===== src/gccu_pkg.sv =====
`timescale 1ns / 1ps
package gccu_pkg;

   localparam int GCCU_ADC_W      = 8;
   localparam int GCCU_PAD_W      = 8;
   localparam int GCCU_TIME_W     = 9;
   localparam int GCCU_ROW_W      = 6;
   localparam int GCCU_LOG_W      = 9;
   localparam int GCCU_CENTER_W   = 16;
   localparam int GCCU_FRAC_BITS  = 6;

   localparam logic [GCCU_ROW_W-1:0] GCCU_INNER_ROW_LIMIT_RESET = 6'd13;
   localparam logic [GCCU_ADC_W-1:0] GCCU_ADC_MAX = 8'hFF;

   // divider geometry: numerator magnitude up to 2*354*64, divisor up to 708
   localparam int GCCU_QUOT_W  = 16;
   localparam int GCCU_DEN_W   = 10;
   localparam int GCCU_REM_W   = GCCU_DEN_W + 1;
   localparam int GCCU_ACC_W   = GCCU_REM_W + GCCU_QUOT_W;

   localparam int GCCU_QUEUE_DEPTH = 4;

   // log table construction: binary log by repeated squaring, then scale by ln 2
   localparam int GCCU_MANT_FRAC = 60;
   localparam int GCCU_LG_FRAC   = 40;
   localparam logic [63:0] GCCU_LN2_Q64 = 64'hB17217F7D1CF79AC;

   typedef logic [255:0][GCCU_LOG_W-1:0] gccu_log_rom_type;

   function automatic gccu_log_rom_type gccu_build_log_rom();
      gccu_log_rom_type rom;
      logic [63:0]      mant;
      logic [127:0]     sq;
      logic [47:0]      lg;
      logic [127:0]     prod;
      int               n;
      rom = '0;
      for (int i = 1; i < 256; i++) begin
         n = 0;
         for (int b = 0; b < 8; b++) begin
            if (((i >> b) & 1) != 0) begin
               n = b;
            end
         end
         mant = 64'(i) << (GCCU_MANT_FRAC - n);
         lg   = 48'(n) << GCCU_LG_FRAC;
         for (int k = GCCU_LG_FRAC - 1; k >= 0; k--) begin
            sq   = 128'(mant) * 128'(mant);
            mant = 64'(sq >> GCCU_MANT_FRAC);
            if (mant[GCCU_MANT_FRAC+1]) begin
               mant  = mant >> 1;
               lg[k] = 1'b1;
            end
         end
         prod   = 128'(lg) * 128'(GCCU_LN2_Q64);
         rom[i] = GCCU_LOG_W'(prod >> (GCCU_LG_FRAC + 64 - GCCU_FRAC_BITS));
      end
      return rom;
   endfunction

   // floor(64*ln(i)), entry 0 is 0
   localparam gccu_log_rom_type GCCU_LOG_ROM = gccu_build_log_rom();

   // one classified peak with its logs, as queued between front and back
   typedef struct packed {
      logic                   ok;
      logic                   inner;
      logic [GCCU_PAD_W-1:0]  pad;
      logic [GCCU_TIME_W-1:0] peak_time;
      logic [GCCU_ROW_W-1:0]  row;
      logic [GCCU_LOG_W-1:0]  la;
      logic [GCCU_LOG_W-1:0]  lb;
      logic [GCCU_LOG_W-1:0]  lc;
      logic [GCCU_LOG_W-1:0]  lp;
      logic [GCCU_LOG_W-1:0]  ltm;
      logic [GCCU_LOG_W-1:0]  ltp;
   } gccu_logs_type;

endpackage


===== src/gccu_front.sv =====
`timescale 1ns / 1ps
module gccu_front (
   input  logic                             clock,
   input  logic                             reset,
   input  logic [gccu_pkg::GCCU_ROW_W-1:0]  inner_row_limit,
   input  logic                             req_valid,
   output logic                             req_ready,
   input  logic [gccu_pkg::GCCU_PAD_W-1:0]  req_peak_pad,
   input  logic [gccu_pkg::GCCU_TIME_W-1:0] req_peak_time,
   input  logic [gccu_pkg::GCCU_ROW_W-1:0]  req_pad_row,
   input  logic [gccu_pkg::GCCU_PAD_W-1:0]  req_row_size,
   input  logic [gccu_pkg::GCCU_ADC_W-1:0]  req_adc_pad_minus2,
   input  logic [gccu_pkg::GCCU_ADC_W-1:0]  req_adc_pad_minus1,
   input  logic [gccu_pkg::GCCU_ADC_W-1:0]  req_adc_peak,
   input  logic [gccu_pkg::GCCU_ADC_W-1:0]  req_adc_pad_plus1,
   input  logic [gccu_pkg::GCCU_ADC_W-1:0]  req_adc_pad_plus2,
   input  logic [gccu_pkg::GCCU_ADC_W-1:0]  req_adc_pad_plus3,
   input  logic [gccu_pkg::GCCU_ADC_W-1:0]  req_adc_time_minus1,
   input  logic [gccu_pkg::GCCU_ADC_W-1:0]  req_adc_time_plus1,
   output logic                             out_valid,
   input  logic                             out_ready,
   output gccu_pkg::gccu_logs_type          out_data
);
   import gccu_pkg::*;

   typedef struct packed {
      logic                   ok;
      logic                   inner;
      logic [GCCU_PAD_W-1:0]  pad;
      logic [GCCU_TIME_W-1:0] peak_time;
      logic [GCCU_ROW_W-1:0]  row;
      logic [GCCU_ADC_W-1:0]  a;
      logic [GCCU_ADC_W-1:0]  b;
      logic [GCCU_ADC_W-1:0]  c;
      logic [GCCU_ADC_W-1:0]  pk;
      logic [GCCU_ADC_W-1:0]  tm;
      logic [GCCU_ADC_W-1:0]  tp;
   } sums_type;

   logic          advance;
   logic          s1_valid_ff;
   logic          s2_valid_ff;
   sums_type      s1_ff, s1_in;
   gccu_logs_type s2_ff, s2_in;

   function automatic logic [GCCU_ADC_W-1:0] sat_sum(input logic [GCCU_ADC_W-1:0] x,
                                                     input logic [GCCU_ADC_W-1:0] y);
      logic [GCCU_ADC_W:0] s;
      s = {1'b0, x} + {1'b0, y};
      return s[GCCU_ADC_W] ? GCCU_ADC_MAX : s[GCCU_ADC_W-1:0];
   endfunction

   // hold the whole front while its last stage waits on a full queue
   assign advance   = !s2_valid_ff || out_ready;
   assign req_ready = advance;
   assign out_valid = s2_valid_ff;
   assign out_data  = s2_ff;

   always_comb begin
      s1_in.ok        = req_peak_pad <= req_row_size;
      s1_in.inner     = req_pad_row < inner_row_limit;
      s1_in.pad       = req_peak_pad;
      s1_in.peak_time = req_peak_time;
      s1_in.row       = req_pad_row;
      s1_in.pk        = req_adc_peak;
      s1_in.tm        = req_adc_time_minus1;
      s1_in.tp        = req_adc_time_plus1;
      if (s1_in.inner) begin
         s1_in.a = sat_sum(req_adc_pad_minus2, req_adc_pad_minus1);
         s1_in.b = sat_sum(req_adc_peak, req_adc_pad_plus1);
         s1_in.c = sat_sum(req_adc_pad_plus2, req_adc_pad_plus3);
      end else begin
         s1_in.a = req_adc_pad_minus1;
         s1_in.b = req_adc_peak;
         s1_in.c = req_adc_pad_plus1;
      end
   end

   always_comb begin
      s2_in.ok        = s1_ff.ok;
      s2_in.inner     = s1_ff.inner;
      s2_in.pad       = s1_ff.pad;
      s2_in.peak_time = s1_ff.peak_time;
      s2_in.row       = s1_ff.row;
      s2_in.la        = GCCU_LOG_ROM[s1_ff.a];
      s2_in.lb        = GCCU_LOG_ROM[s1_ff.b];
      s2_in.lc        = GCCU_LOG_ROM[s1_ff.c];
      s2_in.lp        = GCCU_LOG_ROM[s1_ff.pk];
      s2_in.ltm       = GCCU_LOG_ROM[s1_ff.tm];
      s2_in.ltp       = GCCU_LOG_ROM[s1_ff.tp];
   end

   always_ff @(posedge clock) begin
      if (reset) begin
         s1_valid_ff <= 1'b0;
         s2_valid_ff <= 1'b0;
      end else if (advance) begin
         s1_valid_ff <= req_valid;
         s2_valid_ff <= s1_valid_ff;
      end
   end

   always_ff @(posedge clock) begin
      if (advance) begin
         s1_ff <= s1_in;
         s2_ff <= s2_in;
      end
   end

endmodule


===== src/gccu_fifo.sv =====
`timescale 1ns / 1ps
module gccu_fifo #(
   parameter int DEPTH = gccu_pkg::GCCU_QUEUE_DEPTH
) (
   input  logic                    clock,
   input  logic                    reset,
   input  logic                    push_valid,
   output logic                    push_ready,
   input  gccu_pkg::gccu_logs_type push_data,
   output logic                    pop_valid,
   input  logic                    pop_ready,
   output gccu_pkg::gccu_logs_type pop_data
);
   import gccu_pkg::*;

   localparam int PTR_W = (DEPTH > 1) ? $clog2(DEPTH) : 1;
   localparam int CNT_W = $clog2(DEPTH + 1);

   gccu_logs_type    entry_ff [DEPTH];
   logic [PTR_W-1:0] wr_ptr_ff, wr_ptr_in;
   logic [PTR_W-1:0] rd_ptr_ff, rd_ptr_in;
   logic [CNT_W-1:0] count_ff, count_in;
   logic             push;
   logic             pop;

   assign push_ready = count_ff != CNT_W'(DEPTH);
   assign pop_valid  = count_ff != '0;
   assign pop_data   = entry_ff[rd_ptr_ff];
   assign push       = push_valid && push_ready;
   assign pop        = pop_valid && pop_ready;

   always_comb begin
      wr_ptr_in = wr_ptr_ff;
      rd_ptr_in = rd_ptr_ff;
      if (push) begin
         wr_ptr_in = (wr_ptr_ff == PTR_W'(DEPTH - 1)) ? '0 : wr_ptr_ff + 1'b1;
      end
      if (pop) begin
         rd_ptr_in = (rd_ptr_ff == PTR_W'(DEPTH - 1)) ? '0 : rd_ptr_ff + 1'b1;
      end
      count_in = count_ff + CNT_W'(push) - CNT_W'(pop);
   end

   always_ff @(posedge clock) begin
      if (reset) begin
         wr_ptr_ff <= '0;
         rd_ptr_ff <= '0;
         count_ff  <= '0;
      end else begin
         wr_ptr_ff <= wr_ptr_in;
         rd_ptr_ff <= rd_ptr_in;
         count_ff  <= count_in;
      end
   end

   always_ff @(posedge clock) begin
      if (push) begin
         entry_ff[wr_ptr_ff] <= push_data;
      end
   end

endmodule


===== src/gccu_back.sv =====
`timescale 1ns / 1ps
module gccu_back (
   input  logic                               clock,
   input  logic                               reset,
   input  logic                               pop_valid,
   output logic                               pop_ready,
   input  gccu_pkg::gccu_logs_type            pop_data,
   output logic                               rsp_valid,
   input  logic                               rsp_ready,
   output logic [gccu_pkg::GCCU_CENTER_W-1:0] rsp_center_pad,
   output logic [gccu_pkg::GCCU_CENTER_W-1:0] rsp_center_time,
   output logic [gccu_pkg::GCCU_ROW_W-1:0]    rsp_row_out,
   output logic                               rsp_peak_ok
);
   import gccu_pkg::*;

   localparam int NSTAGE = GCCU_QUOT_W;
   localparam int DIFF_W = GCCU_LOG_W + 1;
   localparam int DENS_W = GCCU_LOG_W + 2;

   typedef struct packed {
      logic [GCCU_ACC_W-1:0] acc;
      logic [GCCU_DEN_W-1:0] dmag;
      logic                  neg;
      logic                  dz;
   } lane_type;

   typedef struct packed {
      logic                   ok;
      logic [GCCU_PAD_W-1:0]  pad;
      logic [GCCU_TIME_W-1:0] peak_time;
      logic [GCCU_ROW_W-1:0]  row;
      lane_type               pad_lane;
      lane_type               time_lane;
   } div_type;

   // one restoring step: shift in a dividend bit, subtract if it fits
   function automatic lane_type lane_step(input lane_type cur);
      lane_type              nxt;
      logic [GCCU_REM_W-1:0] top;
      nxt     = cur;
      nxt.acc = cur.acc << 1;
      top     = nxt.acc[GCCU_ACC_W-1 -: GCCU_REM_W];
      if (top >= {1'b0, cur.dmag}) begin
         nxt.acc[GCCU_ACC_W-1 -: GCCU_REM_W] = top - {1'b0, cur.dmag};
         nxt.acc[0] = 1'b1;
      end
      return nxt;
   endfunction

   // set up one lane from numerator (hi - lo) and denominator 2*mid - lo - side
   function automatic lane_type lane_setup(input logic [GCCU_LOG_W-1:0] hi,
                                           input logic [GCCU_LOG_W-1:0] lo,
                                           input logic [GCCU_LOG_W-1:0] mid,
                                           input logic [GCCU_LOG_W-1:0] side,
                                           input logic                  dbl);
      lane_type              ln;
      logic [DIFF_W-1:0]     diff;
      logic [DENS_W-1:0]     den;
      logic [GCCU_LOG_W-1:0] nmag;
      logic [DENS_W-1:0]     den_neg;
      diff    = {1'b0, hi} - {1'b0, lo};
      den     = ({2'b0, mid} << 1) - {2'b0, lo} - {2'b0, side};
      nmag    = diff[DIFF_W-1] ? GCCU_LOG_W'(-diff) : diff[GCCU_LOG_W-1:0];
      den_neg = -den;
      ln.dmag = den[DENS_W-1] ? den_neg[GCCU_DEN_W-1:0] : den[GCCU_DEN_W-1:0];
      ln.neg  = diff[DIFF_W-1] ^ den[DENS_W-1];
      ln.dz   = den == '0;
      ln.acc  = GCCU_ACC_W'(nmag) << (dbl ? GCCU_FRAC_BITS + 1 : GCCU_FRAC_BITS);
      return ln;
   endfunction

   logic                                  advance;
   logic [NSTAGE:0]                       stage_valid_ff;
   div_type                               stage_ff [NSTAGE+1];
   div_type                               stage0_in;
   div_type                               last;
   logic [GCCU_QUOT_W-1:0]                q_pad, q_time;
   logic [GCCU_CENTER_W-1:0]              shift_pad, shift_time;
   logic                                  rsp_valid_ff;
   logic [GCCU_CENTER_W-1:0]              center_pad_ff, center_pad_in;
   logic [GCCU_CENTER_W-1:0]              center_time_ff, center_time_in;
   logic [GCCU_ROW_W-1:0]                 row_out_ff, row_out_in;
   logic                                  peak_ok_ff;

   // the whole back pipeline moves as one while the result register is free
   assign advance   = !rsp_valid_ff || rsp_ready;
   assign pop_ready = advance;

   always_comb begin
      stage0_in.ok        = pop_data.ok;
      stage0_in.pad       = pop_data.pad;
      stage0_in.peak_time = pop_data.peak_time;
      stage0_in.row       = pop_data.row;
      // pad shift is s*(L(b)-L(a))*64 / den
      stage0_in.pad_lane  = lane_setup(pop_data.lb, pop_data.la, pop_data.lb, pop_data.lc,
                                       pop_data.inner);
      // time shift is (L(peak)-L(t-1))*64 / den, added afterwards
      stage0_in.time_lane = lane_setup(pop_data.lp, pop_data.ltm, pop_data.lp, pop_data.ltp,
                                       1'b0);
   end

   always_ff @(posedge clock) begin
      if (reset) begin
         stage_valid_ff <= '0;
      end else if (advance) begin
         stage_valid_ff <= {stage_valid_ff[NSTAGE-1:0], pop_valid};
      end
   end

   always_ff @(posedge clock) begin
      if (advance) begin
         stage_ff[0] <= stage0_in;
         for (int i = 1; i <= NSTAGE; i++) begin
            stage_ff[i].ok        <= stage_ff[i-1].ok;
            stage_ff[i].pad       <= stage_ff[i-1].pad;
            stage_ff[i].peak_time <= stage_ff[i-1].peak_time;
            stage_ff[i].row       <= stage_ff[i-1].row;
            stage_ff[i].pad_lane  <= lane_step(stage_ff[i-1].pad_lane);
            stage_ff[i].time_lane <= lane_step(stage_ff[i-1].time_lane);
         end
      end
   end

   always_comb begin
      last       = stage_ff[NSTAGE];
      q_pad      = last.pad_lane.acc[GCCU_QUOT_W-1:0];
      q_time     = last.time_lane.acc[GCCU_QUOT_W-1:0];
      shift_pad  = last.pad_lane.neg ? GCCU_CENTER_W'(-q_pad) : GCCU_CENTER_W'(q_pad);
      shift_time = last.time_lane.neg ? GCCU_CENTER_W'(-q_time) : GCCU_CENTER_W'(q_time);
      if (!last.ok) begin
         center_pad_in  = '0;
         center_time_in = '0;
         row_out_in     = '0;
      end else begin
         center_pad_in = GCCU_CENTER_W'({last.pad, {GCCU_FRAC_BITS{1'b0}}});
         if (!last.pad_lane.dz) begin
            center_pad_in = center_pad_in + shift_pad;
         end
         if (last.time_lane.dz) begin
            center_time_in = '0;
         end else begin
            center_time_in = GCCU_CENTER_W'({last.peak_time, {GCCU_FRAC_BITS{1'b0}}})
                             + shift_time;
         end
         row_out_in = last.row;
      end
   end

   always_ff @(posedge clock) begin
      if (reset) begin
         rsp_valid_ff <= 1'b0;
      end else if (advance) begin
         rsp_valid_ff <= stage_valid_ff[NSTAGE];
      end
   end

   always_ff @(posedge clock) begin
      if (advance) begin
         center_pad_ff  <= center_pad_in;
         center_time_ff <= center_time_in;
         row_out_ff     <= row_out_in;
         peak_ok_ff     <= last.ok;
      end
   end

   assign rsp_valid       = rsp_valid_ff;
   assign rsp_center_pad  = center_pad_ff;
   assign rsp_center_time = center_time_ff;
   assign rsp_row_out     = row_out_ff;
   assign rsp_peak_ok     = peak_ok_ff;

endmodule


===== src/gaussian_cluster_centroid_unit.sv =====
`timescale 1ns / 1ps
// Gaussian cluster centroid unit. For each cluster peak it fits a Gaussian through three
// log samples in pad and in time and returns both centroids in 1/64 units (16 bits,
// wrapping). Rows below the inner_row_limit register (reset 13) use paired-pad sums
// saturated at 255 and a pad offset scale of two; other rows use single pads. A flat pad
// profile leaves the pad at the peak, a flat time profile gives time 0, and a peak pad
// beyond row_size gives an all-zero beat with peak_ok low. The unit takes one peak per
// clock while the queue has room and returns results in order. The two 16-stage signed
// dividers (one quotient bit per stage) sit behind a two-stage front (classify, log
// table) and a small queue that lets the front keep taking peaks while the result side
// is stalled.
// Write inner_row_limit only while the unit is empty.
module gaussian_cluster_centroid_unit #(
   parameter int QUEUE_DEPTH = gccu_pkg::GCCU_QUEUE_DEPTH
) (
   input  logic                               clock,
   input  logic                               reset,
   input  logic                               csr_wr_en,
   input  logic [gccu_pkg::GCCU_ROW_W-1:0]    csr_wr_data,
   input  logic                               req_valid,
   output logic                               req_ready,
   input  logic [gccu_pkg::GCCU_PAD_W-1:0]    req_peak_pad,
   input  logic [gccu_pkg::GCCU_TIME_W-1:0]   req_peak_time,
   input  logic [gccu_pkg::GCCU_ROW_W-1:0]    req_pad_row,
   input  logic [gccu_pkg::GCCU_PAD_W-1:0]    req_row_size,
   input  logic [gccu_pkg::GCCU_ADC_W-1:0]    req_adc_pad_minus2,
   input  logic [gccu_pkg::GCCU_ADC_W-1:0]    req_adc_pad_minus1,
   input  logic [gccu_pkg::GCCU_ADC_W-1:0]    req_adc_peak,
   input  logic [gccu_pkg::GCCU_ADC_W-1:0]    req_adc_pad_plus1,
   input  logic [gccu_pkg::GCCU_ADC_W-1:0]    req_adc_pad_plus2,
   input  logic [gccu_pkg::GCCU_ADC_W-1:0]    req_adc_pad_plus3,
   input  logic [gccu_pkg::GCCU_ADC_W-1:0]    req_adc_time_minus1,
   input  logic [gccu_pkg::GCCU_ADC_W-1:0]    req_adc_time_plus1,
   output logic                               rsp_valid,
   input  logic                               rsp_ready,
   output logic [gccu_pkg::GCCU_CENTER_W-1:0] rsp_center_pad,
   output logic [gccu_pkg::GCCU_CENTER_W-1:0] rsp_center_time,
   output logic [gccu_pkg::GCCU_ROW_W-1:0]    rsp_row_out,
   output logic                               rsp_peak_ok
);
   import gccu_pkg::*;

   // inner/outer row bound; user writes it only while drained; block does not enforce
   logic [GCCU_ROW_W-1:0] inner_row_limit_ff, inner_row_limit_in;

   // front to queue, queue to back
   logic          q_push_valid;
   logic          q_push_ready;
   gccu_logs_type q_push_data;
   logic          q_pop_valid;
   logic          q_pop_ready;
   gccu_logs_type q_pop_data;

   assign inner_row_limit_in = csr_wr_en ? csr_wr_data : inner_row_limit_ff;

   always_ff @(posedge clock) begin
      if (reset) begin
         inner_row_limit_ff <= GCCU_INNER_ROW_LIMIT_RESET;
      end else begin
         inner_row_limit_ff <= inner_row_limit_in;
      end
   end

   // classify the peak, saturate pair sums and look up the logs
   gccu_front u_front (
      .clock               (clock),
      .reset               (reset),
      .inner_row_limit     (inner_row_limit_ff),
      .req_valid           (req_valid),
      .req_ready           (req_ready),
      .req_peak_pad        (req_peak_pad),
      .req_peak_time       (req_peak_time),
      .req_pad_row         (req_pad_row),
      .req_row_size        (req_row_size),
      .req_adc_pad_minus2  (req_adc_pad_minus2),
      .req_adc_pad_minus1  (req_adc_pad_minus1),
      .req_adc_peak        (req_adc_peak),
      .req_adc_pad_plus1   (req_adc_pad_plus1),
      .req_adc_pad_plus2   (req_adc_pad_plus2),
      .req_adc_pad_plus3   (req_adc_pad_plus3),
      .req_adc_time_minus1 (req_adc_time_minus1),
      .req_adc_time_plus1  (req_adc_time_plus1),
      .out_valid           (q_push_valid),
      .out_ready           (q_push_ready),
      .out_data            (q_push_data)
   );

   // decouple the front from result back-pressure
   gccu_fifo #(
      .DEPTH (QUEUE_DEPTH)
   ) u_queue (
      .clock      (clock),
      .reset      (reset),
      .push_valid (q_push_valid),
      .push_ready (q_push_ready),
      .push_data  (q_push_data),
      .pop_valid  (q_pop_valid),
      .pop_ready  (q_pop_ready),
      .pop_data   (q_pop_data)
   );

   // form numerators and denominators, divide, and assemble the result beat
   gccu_back u_back (
      .clock           (clock),
      .reset           (reset),
      .pop_valid       (q_pop_valid),
      .pop_ready       (q_pop_ready),
      .pop_data        (q_pop_data),
      .rsp_valid       (rsp_valid),
      .rsp_ready       (rsp_ready),
      .rsp_center_pad  (rsp_center_pad),
      .rsp_center_time (rsp_center_time),
      .rsp_row_out     (rsp_row_out),
      .rsp_peak_ok     (rsp_peak_ok)
   );

`ifndef SYNTHESIS
   // a rejected peak must come out as an all-zero beat
   assert property (@(posedge clock) disable iff (reset)
      (rsp_valid && !rsp_peak_ok) |->
         (rsp_center_pad == '0 && rsp_center_time == '0 && rsp_row_out == '0))
      else $error("invalid peak beat carries non-zero fields");

   // the front only takes a peak when its last stage can drain into the queue
   assert property (@(posedge clock) disable iff (reset)
      (req_valid && req_ready) |-> (!q_push_valid || q_push_ready))
      else $error("front accepted a peak while blocked by a full queue");

   // reset restores the row boundary regardless of a concurrent write
   assert property (@(posedge clock)
      $past(reset) |-> (inner_row_limit_ff == GCCU_INNER_ROW_LIMIT_RESET))
      else $error("inner row limit not restored by reset");
`endif

endmodule


===== config.mk =====
export PLATFORM = sky130hd
export DESIGN_NAME = gaussian_cluster_centroid_unit
export DESIGN_NICKNAME = d
export VERILOG_FILES = /design/src/gccu_pkg.sv /design/src/gccu_front.sv /design/src/gccu_fifo.sv /design/src/gccu_back.sv /design/src/gaussian_cluster_centroid_unit.sv
export SDC_FILE = /design/constraint.sdc
export NUM_CORES = 2
export LEC_CHECK = 0
export ABC_AREA = 0
export BUFFER_PORTS_ARGS = -buffer_cell sky130_fd_sc_hd__buf_4
export CORE_MARGIN = 1.5
export CORE_UTILIZATION = 30
export DETAILED_ROUTE_END_ITERATION = 6
export SYNTH_ARGS = -nofsm -noshare
export SYNTH_HDL_FRONTEND = slang
export SYNTH_HIERARCHICAL = 1
export SYNTH_SLANG_ARGS = --single-unit
export TNS_END_PERCENT = 30

===== constraint.sdc =====
create_clock -name clock -period 111.1 [get_ports clock]
set_clock_uncertainty 0.15 [all_clocks]
set_input_delay 16.665 -clock clock [delete_from_list [all_inputs] [get_ports clock]]
set_output_delay 16.665 -clock clock [all_outputs]
set_load 0.01 [all_outputs]

==> metrics.md <==
| Metric | Value |
|---|---|
| Antenna viol nets, final | `0` |
| Max-Cap Viols | `0` |
| Synth warnings | `6` |
| CTS sink count | `2,019` |
| Cells along the critical path | `buf_4, nor2b_2, buf_4, inv_8, buf_4, buf_4, buf_4, buf_4, buf_4, buf_4` |
| # fillers | `30,300` |
| Remaining DRCs | `0` |
| Gr usage total | `11.0%` |
| Layout area overhead | `13.7%` |
| Top sig layer | `met4` |
| Detailed placer's ending HPWL | `125,000 um` |
| I/O pins | `147` |
| Area after DPL | `101,000 sq um` |
| PnR worst setup slack | `88.61 ns` |
| Worst vdd ir | `0.0199 mV` |
| Vias in the first global route | `55,500` |
| RSZ-0062 raised after global routing | `false` |
| Routed length on met1 | `81,100 um` |
| Post-cts resize count | `0` |
| Port bufs | `146` |
| Initial Utilization | `30.2%` |
| Setup Slack @ Placement | `87.52 ns` |
| Cells on worst reg2reg path | `9` |
| Routed via count | `54,800` |
| DR WL met2 | `89,300 um` |
| CP Buf/Inv Count | `9` |
| Setup_tns | `0 ns` |
| Syn Area/Cell | `13.6 sq um` |
| Mapped cell area | `95,400 sq um` |
| Final instance area | `108,000 sq um` |
| Clk Tree Root Cell | `clkbuf_16` |
| Final Routed Wirelength | `184,000 um` |
| Sequential share of the synthesized area | `63.2%` |
| Period utilisation layout | `20.2%` |
| Tightest Pin Transition | `1.05 ns` |
| Hold Path Depth | `0` |
| Tot Pwr | `3.39 mW` |
| Core Box Area | `315,000 sq um` |
| Share of layout cells above drive strength 1 | `11.9%` |
| Htree depth | `4` |
| Die outline height | `567 um` |
| Status | `complete, no violations` |
| Gpl congestion | `0.873` |
| Setup repair bufs after CTS | `0` |
| Drt pass-1 iters | `6` |
| # setup viols final | `0` |
| Leakage power | `42.3 nW` |
| Die W | `567 um` |
| Syn_nets | `7,699` |
| Required time of the critical path | `111.42 ns` |
| Die ar. | `321,000 sq um` |
| Pwr/cell area | `31.3 nW/um^2` |
| Asr flop ratio synth | `0%` |
| Number of synthesized flops with an enable pin | `1,984` |
| Largest net degree at the start of global routing | `192` |
| Most frequent CP cell | `buf_4` |
| Reg clk slew, reported paths | `0.06 ns` |
| Global-route wire length before repair | `294,000 um` |
| Worst hold-check path type | `reg -> reg` |
| Delay-heaviest family, CP | `buffers and inverters` |
| Grt ovf | `0` |
| Unique masters post-synth | `96` |
| Final Net Count | `7,871` |
| Antenna violations before repair | `2` |
| Clock Latency Late Sink | `0.87 ns` |
| CTS Hold Bufs | `0` |
| Synth Flop Type | `edfxtp_1` |
| Hold Fails Final Rpt | `0` |
| Mapped Cells | `7,027` |
| Row count | `206` |
| Worst setup SP type | `input port` |
| Clk buf depth | `4` |
| CTS Buf Count | `216` |
| Largest stage delay, worst path | `0.92 ns` |
| Slowest CP cell | `buf_4` |
| WP depth | `10` |
| WL met3 | `8370 um` |
| Vias per inst | `4.75` |
| Fmax | `44.5 MHz` |
| TritonCTS clock tree | `done` |
| Slew Viols, Final | `0` |
| Per-cell routed wire length | `16.0 um` |
| WP data arrival | `22.82 ns` |
| Crit Path Max Fanout | `115` |
| Critical path class | `in -> reg` |
| Min Tclk post-route | `22.49 ns` |
| DRT iter0 DRCs | `3,725` |
| Post-synthesis register bit count | `2,019` |
| Worst setup EP type | `flip-flop` |
| Slew headroom | `30.0%` |
-- state kept, by name, indices dropped and copies added, names as in the netlist, 2 cells and up, named ones only --
signal	flops
u_back/rsp_row_out	6
u_back/rsp_center_pad	16
u_back/rsp_center_time	16
inner_row_limit_ff	6
u_queue/count_ff	3
u_front/out_data	79
u_back/stage_valid_ff	17
u_queue/rd_ptr_ff	2
u_back/stage_ff	1477
u_front/s1_ff	73
u_queue/entry_ff	316
u_queue/wr_ptr_ff	2
-- layout make-up --
| class | count | area, sq um | share of cell area [%] |
|---|---|---|---|
| sequential | 2019 | 60300 | 55.6 |
| clock inverter | 151 | 1660 | 1.53 |
| antenna | 1 | 2.50 | 0.00231 |
| clock buffer | 244 | 5570 | 5.14 |
| tap | 4160 | 5200 | 4.80 |
| multi-input combinational | 4168 | 31900 | 29.4 |
| timing repair buffer | 207 | 1600 | 1.48 |
| inverter | 587 | 2210 | 2.04 |
-- cells in the final DEF, fill, tap and decap left out, types with 138 or more instances in the layout --
cell / n
xnor2_1: 191
buf_4: 203
ha_1: 514
edfxtp_1: 1984
clkbuf_16: 217
o21ai_0: 433
a21oi_1: 357
nor2_1: 364
nand2_1: 414
inv_1: 577
nand2b_1: 138
-- power by group --
group | switching [mW] | total, mW | internal (mW)
logic | 0.719 | 1.31 | 0.588
clock network | 0.295 | 0.718 | 0.423
registers | 0.143 | 1.37 | 1.23
-- cell families after synthesis --
| family | synth area share (%) |
|---|---|
| xor+xnor | 2.75 |
| simple gates | 7.04 |
| compound gates | 11.0 |
| fa+ha+maj | 7.84 |
| buf+inv | 3.44 |
| mux | 4.74 |
| flops | 63.2 |
-- metal layers --
layer | GRT usage [%] | up-vias
met5 | 0 | -
met4 | 3.85 | 0
met3 | 1.73 | 362
met2 | 19.1 | 1202
met1 | 14.0 | 26500
li1 | - | 26700
-- per-stage QoR --
stage / hold WS, ns / util (%) / instances
after floorplan: 0.250 / - / 7027
after global placement: 0.251 / 32.1 / 11100
after detailed placement: 0.255 / 32.1 / 11100
after CTS: 0.216 / 34.4 / 11500
after global routing: 0.222 / 34.4 / 11500
final: 0.228 / 34.4 / 11500
-- synthesized netlist by cell type (all sizes together) (59+ instances only) --
| cell | number | area, sq um |
|---|---|---|
| nor3 | 72 | 360 |
| mux2i | 68 | 681 |
| clkbuf | 160 | 602 |
| inv | 578 | 2170 |
| o31ai | 76 | 584 |
| xor2 | 108 | 946 |
| nor2 | 364 | 1370 |
| o21ai | 437 | 2190 |
| edfxtp | 1984 | 59600 |
| a21oi | 370 | 1900 |
| a21o | 130 | 976 |
| nand3 | 59 | 295 |
| nand2 | 414 | 1550 |
| buf | 93 | 474 |
| nor2b | 120 | 758 |
| a211oi | 78 | 598 |
| nand2b | 139 | 870 |
| ha | 514 | 6430 |
| xnor2 | 191 | 1670 |
| mux4 | 102 | 2300 |
| mux2 | 137 | 1550 |
-- path summary, 6_finish.rpt --
kind,start,to,slack [ns]
max,rsp_ready,u_back/rsp_center_time[14],88.61
min,u_back/stage_ff[3][64],u_back/stage_ff[4][65],0.23
max reg2reg,u_back/rsp_valid,u_back/rsp_center_time[14],103.97
min reg2reg,u_back/stage_ff[3][64],u_back/stage_ff[4][65],0.23
Power figures use the tool's default switching activity.
